[config.mk]
export PLATFORM = sky130hd
export DESIGN_NAME = signed_int_to_decimal_ascii
export DESIGN_NICKNAME = d
export VERILOG_FILES = /design/src/hw/rtl/sia_pkg.sv /design/src/hw/rtl/sia_datapath.sv /design/src/hw/rtl/sia_controller.sv /design/src/hw/rtl/signed_int_to_decimal_ascii.sv
export SDC_FILE = /design/constraint.sdc
export NUM_CORES = 1
export LEC_CHECK = 0
export ABC_AREA = 1
export BUFFER_PORTS_ARGS = -buffer_cell sky130_fd_sc_hd__buf_4
export CAP_MARGIN = 20
export CORE_ASPECT_RATIO = 2
export CORE_MARGIN = 4
export CORE_UTILIZATION = 25
export DETAILED_ROUTE_END_ITERATION = 6
export PLACE_DENSITY_LB_ADDON = 0.1
export SLEW_MARGIN = 0
export SYNTH_ARGS = -nofsm -noshare
export SYNTH_HDL_FRONTEND = slang
export SYNTH_HIERARCHICAL = 1
export SYNTH_SLANG_ARGS = --single-unit
[constraint.sdc]
create_clock -name clock -period 3.3 [get_ports clock]
set_clock_uncertainty 0.1 [all_clocks]
set_input_delay 0.165 -clock clock [delete_from_list [all_inputs] [get_ports clock]]
set_output_delay 0.165 -clock clock [all_outputs]
set_load 0.02 [all_outputs]
[src/hw/rtl/sia_pkg.sv]
// ---------------------------------------------------------------------------
// sia_pkg
// Shared constants and controller/datapath interface types for the
// signed integer to decimal ASCII converter.
// ---------------------------------------------------------------------------
package sia_pkg;

   localparam int BIN_W      = 32;
   localparam int NUM_DIGITS = 10;
   localparam int BCD_W      = 4 * NUM_DIGITS;
   localparam int IDX_W      = 4;
   localparam int STEP_W     = 5;
   localparam int CHAR_W     = 8;

   localparam logic [STEP_W-1:0] LAST_STEP  = STEP_W'(BIN_W - 1);
   localparam logic [CHAR_W-1:0] CHAR_ZERO  = 8'd48;
   localparam logic [CHAR_W-1:0] CHAR_MINUS = 8'd45;

   typedef struct packed {
      logic load;      // capture input beat
      logic shift;     // one double-dabble step
      logic scan;      // find leading digit
      logic dec;       // advance to next lower digit
      logic sel_sign;  // present '-' instead of a digit
   } cmd_type;

   typedef struct packed {
      logic neg;       // captured value was negative
      logic idx_zero;  // current digit is the least significant
   } stat_type;

endpackage

[src/hw/rtl/sia_datapath.sv]
// ---------------------------------------------------------------------------
// sia_datapath
// Magnitude register, shift-and-add-3 BCD converter, leading digit
// index and character selection.
// ---------------------------------------------------------------------------
module sia_datapath
   import sia_pkg::*;
(
   input  logic              clock,
   input  cmd_type           cmd,
   input  logic [BIN_W-1:0]  value,
   output stat_type          stat,
   output logic [CHAR_W-1:0] char_code
);

   logic [BIN_W-1:0] mag_ff, mag_in;
   logic [BCD_W-1:0] bcd_ff, bcd_in;
   logic [BCD_W-1:0] bcd_adj;
   logic             neg_ff, neg_in;
   logic [IDX_W-1:0] idx_ff, idx_in;
   logic [IDX_W-1:0] lead_idx;
   logic [3:0]       cur_digit;

   always_comb begin
      for (int i = 0; i < NUM_DIGITS; i++) begin
         if (bcd_ff[4*i +: 4] >= 4'd5) begin
            bcd_adj[4*i +: 4] = bcd_ff[4*i +: 4] + 4'd3;
         end else begin
            bcd_adj[4*i +: 4] = bcd_ff[4*i +: 4];
         end
      end
   end

   always_comb begin
      lead_idx = '0;
      for (int i = 0; i < NUM_DIGITS; i++) begin
         if (bcd_ff[4*i +: 4] != 4'd0) begin
            lead_idx = IDX_W'(i);
         end
      end
   end

   always_comb begin
      mag_in = mag_ff;
      bcd_in = bcd_ff;
      neg_in = neg_ff;
      idx_in = idx_ff;
      if (cmd.load) begin
         neg_in = value[BIN_W-1];
         mag_in = value[BIN_W-1] ? (BIN_W'(0) - value) : value;
         bcd_in = '0;
      end else if (cmd.shift) begin
         bcd_in = {bcd_adj[BCD_W-2:0], mag_ff[BIN_W-1]};
         mag_in = {mag_ff[BIN_W-2:0], 1'b0};
      end else if (cmd.scan) begin
         idx_in = lead_idx;
      end else if (cmd.dec) begin
         idx_in = idx_ff - IDX_W'(1);
      end
   end

   always_ff @(posedge clock) begin
      mag_ff <= mag_in;
      bcd_ff <= bcd_in;
      neg_ff <= neg_in;
      idx_ff <= idx_in;
   end

   assign cur_digit     = bcd_ff[idx_ff*4 +: 4];
   assign char_code     = cmd.sel_sign ? CHAR_MINUS : (CHAR_ZERO + CHAR_W'(cur_digit));
   assign stat.neg      = neg_ff;
   assign stat.idx_zero = (idx_ff == '0);

endmodule

[src/hw/rtl/sia_controller.sv]
// ---------------------------------------------------------------------------
// sia_controller
// Sequencer: capture, 32 conversion steps, leading digit scan, then one
// output beat per character.
// ---------------------------------------------------------------------------
module sia_controller
   import sia_pkg::*;
(
   input  logic     clock,
   input  logic     reset,
   input  logic     req_tvalid,
   output logic     req_tready,
   output logic     rsp_tvalid,
   input  logic     rsp_tready,
   output logic     rsp_tlast,
   input  stat_type stat,
   output cmd_type  cmd
);

   localparam logic [2:0] ST_IDLE  = 3'd0;
   localparam logic [2:0] ST_CONV  = 3'd1;
   localparam logic [2:0] ST_SCAN  = 3'd2;
   localparam logic [2:0] ST_SIGN  = 3'd3;
   localparam logic [2:0] ST_DIGIT = 3'd4;

   logic [2:0]        state_ff, state_in;
   logic [STEP_W-1:0] step_ff, step_in;

   always_comb begin
      state_in     = state_ff;
      step_in      = step_ff;
      cmd          = '0;
      req_tready   = 1'b0;
      rsp_tvalid   = 1'b0;
      rsp_tlast    = 1'b0;
      case (state_ff)
         ST_IDLE: begin
            req_tready = 1'b1;
            if (req_tvalid) begin
               cmd.load = 1'b1;
               step_in  = '0;
               state_in = ST_CONV;
            end
         end
         ST_CONV: begin
            cmd.shift = 1'b1;
            step_in   = step_ff + STEP_W'(1);
            if (step_ff == LAST_STEP) begin
               state_in = ST_SCAN;
            end
         end
         ST_SCAN: begin
            cmd.scan = 1'b1;
            state_in = stat.neg ? ST_SIGN : ST_DIGIT;
         end
         ST_SIGN: begin
            cmd.sel_sign = 1'b1;
            rsp_tvalid   = 1'b1;
            if (rsp_tready) begin
               state_in = ST_DIGIT;
            end
         end
         ST_DIGIT: begin
            rsp_tvalid = 1'b1;
            rsp_tlast  = stat.idx_zero;
            if (rsp_tready) begin
               if (stat.idx_zero) begin
                  state_in = ST_IDLE;
               end else begin
                  cmd.dec = 1'b1;
               end
            end
         end
         default: begin
            state_in = ST_IDLE;
         end
      endcase
   end

   always_ff @(posedge clock) begin
      if (reset) begin
         state_ff <= ST_IDLE;
         step_ff  <= '0;
      end else begin
         state_ff <= state_in;
         step_ff  <= step_in;
      end
   end

endmodule

[src/hw/rtl/signed_int_to_decimal_ascii.sv]
// ---------------------------------------------------------------------------
// signed_int_to_decimal_ascii
// Converts a 32-bit two's complement integer to decimal ASCII text.
//
// req channel: one beat carries the integer. rsp channel: one beat per
// character, '-' first for negative values, then digits most significant
// first without leading zeros; tlast marks the final character.
// One integer is handled at a time: req_tready is high only when idle.
// After a beat is taken the unsigned 32-bit magnitude runs through 32
// shift-and-add-3 steps (one per cycle), then a scan state finds the
// leading digit, then one character is offered per cycle while
// rsp_tready is high. An integer yields N characters, N from 1 to 11.
// A stall holds the current character and tlast steady until taken.
// Synchronous reset returns the sequencer to idle and drops rsp_tvalid.
// ---------------------------------------------------------------------------
module signed_int_to_decimal_ascii
   import sia_pkg::*;
(
   input  logic              clock,
   input  logic              reset,
   input  logic              req_tvalid,
   output logic              req_tready,
   input  logic [BIN_W-1:0]  req_tdata,   // [31:0] value
   output logic              rsp_tvalid,
   input  logic              rsp_tready,
   output logic [CHAR_W-1:0] rsp_tdata,   // [7:0] char_code
   output logic              rsp_tlast    // last_char
);

   cmd_type  cmd;
   stat_type stat;

   sia_controller u_ctrl (
      .clock      (clock),
      .reset      (reset),
      .req_tvalid (req_tvalid),
      .req_tready (req_tready),
      .rsp_tvalid (rsp_tvalid),
      .rsp_tready (rsp_tready),
      .rsp_tlast  (rsp_tlast),
      .stat       (stat),
      .cmd        (cmd)
   );

   sia_datapath u_dp (
      .clock     (clock),
      .cmd       (cmd),
      .value     (req_tdata),
      .stat      (stat),
      .char_code (rsp_tdata)
   );

endmodule
==> results.ini <==
[run_status]
status=complete, no violations

[finish]
fin_nets=893
seq_area_um2=2070
fillers=2473
drive_gt1_share_pct=10.6
areaGrowthSynthToFinish_pct=15.2
n_antenna_cell=0
stdcell_count=1114
utilization_pct=29.3
multi_input_area_um2=3070

[sta]
rsz0062_at_grt=false
tightest_slew_ns=0.666
fin_crit_sh_pct=75.3
setup_tns_ns=0
max_freq_mhz=402
maxSlewHeadroom_pct=55.6
report.final.slew_viol_count=0
period_minus_slack_ns=2.49
final-setup-viol-count=0
timing.hold.ws_ns=0.0965
finalHoldViolations=0

[drt]
routed_wl_um=18200
wire_per_inst_um=16.4
routed_via_density=4.72
drt_pass1_iterations=4
antenna_left=0
vias=5258
drt_iter0_markers=182
drc=0

[floorplan]
die_w_um=114
initial_core_util_pct=25.5
core_area_um2=22300
pin_count=47
die_area_um2=25300
rows=77
die_height_um=221

[synth]
postSynthAreaPerCell_um2=7.08
synth_area_um2=5670
ys_seq_area_share_pct=36.6
synth_common_cells=183 x nand2_1, 93 x inv_1, 87 x o21ai_0
synth_top_flop_cell=dfxtp_1
synth.distinct_cells=43
ys_ff_latch=85
yosys.cell_count.top_type=nand2_1
yosys_warnings=6
synth-async-reset-ratio_pct=0
yosys-top-cells-area=edfxtp_1 20%, dfxtp_1 17%, nand2_1 12%, o21ai_0 7.7%, inv_1 6.2%
yosys.area.top_type=edfxtp_1
synth_cells=800
synth_edf_count=37
synth_top_area_share_pct=19.6

[grt]
grt_pass1_wl_um=29100
antenna_found_initial=0
grt_overflow_total=0
grt_start_max_net_pins=54
grt_pass1_vias=5513
track_usage_pct=15.0

[power_and_ir_drop]
internal_power_mw=2.43
switchingPower_mw=1.51
p_leak_nw=2.64
power_density_nw_per_um2=605
pwr-share-comb_pct=34.3
power.clock.fraction_pct=24.4
ir_drop_mv=0.279
seqPwrFrac_pct=41.3
switching_share_pct=38.4

[flow_run]
cap_violations=0

[setup_path]
critPathKind=flip-flop to output port
arrival_ns=2.22
cp.required_ns=3.03
cp_top_family=flip-flops
slowest_stage=edfxtp_1
crit_fanout=24
endpoint_kind=output port
start_kind=flip-flop
path_cells=inv_1 -> buf_4 -> a21oi_1 -> o21ai_0 -> nand3_1 -> o211ai_1 -> a21oi_1 -> buf_4
slowest_delay_ns=0.69
critical_path_buf_inv_count=3

[clocking]
tritoncts=done
postCtsSetupRepairBufs=0
clkTransAtPathRegs_ns=0.07
htreeDepth=3
root_buffer=clkbuf_16
clock_path_buffers=2
cts_sinks=85
cts_inserted_buffers=9
clk_latency_ns=0.35

[place]
dp_hpwl_um=14100
portBuffers=43
place_congestion=0.779
post-place-cells=1096

[worst_hold_path]
hold_class=primary input to flip-flop

-- timing repair --
| item | CTS | global route |
|---|---|---|
| gates resized for setup | 0 | 0 |
| hold buffers | 2 | 0 |
| hold endpoints to repair | 5 | 0 |
-- cell type report --
type / instances / area share [%]
clock buffer: 14 / 3.89
clock inverter: 2 / 0.153
inverter: 99 / 5.69
multi-input combinational: 586 / 47.0
sequential: 85 / 31.7
tap: 276 / 5.29
timing repair buffer: 52 / 6.25
-- metrics by stage --
step | instance area [um^2] | power, mW | setup slack (ns)
detailed placement | 6250 | 3.05 | 0.791
global route | 6530 | 4.25 | 0.623
finish | 6530 | 3.95 | 0.815
floorplan | 5670 | 2.53 | 0.173
global placement | 6250 | 3.05 | 0.839
CTS | 6530 | 4.04 | 0.760
-- logic make-up after synthesis --
kind of cell	synth area share (%)
other	0.132
XOR/XNOR	3.25
buffers and inverters	9.40
AND/OR/NAND/NOR	27.9
AO/OA/AOI/OAI	17.5
adder cells (fa/ha/maj)	5.30
flip-flops	36.6
-- state kept, by name, indices dropped and copies added, names as in the netlist --
name             cells
u_ctrl/state_ff      3
u_ctrl/step_ff       5
u_dp/bcd_ff         40
u_dp/idx_ff          4
u_dp/mag_ff         32
u_dp/neg_ff          1
-- power by group through the flow --
stage	Combinational (mW)	Clock (mW)	Sequential, mW
floorplan	0.954	0	1.57
global placement	1.38	0	1.67
detailed placement	1.39	0	1.66
CTS	1.40	1.01	1.64
global route	1.54	1.05	1.66
finish	1.36	0.963	1.63
-- routing by layer --
metal | up-vias | routed length, um | global-route usage [%]
li1 | 2733 | - | -
met2 | 71 | 11100 | 30.9
met1 | 2426 | 6340 | 13.7
met5 | - | 0 | 0
met3 | 28 | 357 | 2.68
met4 | 0 | 478 | 5.64
-- placed cells by master (no fill, tap or decap), types with 2 or more instances in the layout --
master	n
clkinv_2	2
ha_1	24
nand2_1	182
nor2_4	3
o22ai_1	18
clkbuf_16	9
dlygate4sd3_1	2
dfxtp_1	48
a21oi_1	40
o21ai_0	87
xor2_1	18
nand3b_1	2
conb_1	3
inv_1	92
edfxtp_1	37
a32o_1	3
nor3_1	3
clkbuf_1	4
nand2_2	3
clkinv_1	2
o32ai_1	4
inv_2	5
nor2_1	78
nand3_1	62
o21ai_1	3
nand4_1	9
a31oi_1	6
xnor2_1	3
nor4_1	2
buf_4	49
nor2_2	9
o211ai_1	11
o2bb2ai_1	2
nand3_2	2
-- tightest hold or removal path: cells and delay by family --
family | cells | cell delay [ns]
buf+inv | 1 | 0.10
compound gates | 1 | 0.12
xor+xnor | 1 | 0.06
-- path summary, 6_finish.rpt --
path,startpoint,endpoint,slack (ns),cells after the start
min reg2reg,u_ctrl/step_ff[4],u_ctrl/step_ff[4],0.37,2
min,req_tdata[9],u_dp/mag_ff[9],0.1,3
max reg2reg,u_dp/idx_ff[1],u_dp/idx_ff[0],0.86,8
max,u_dp/idx_ff[0],rsp_tdata[1],0.81,8
Note: power is estimated with default switching activity, not from simulation.
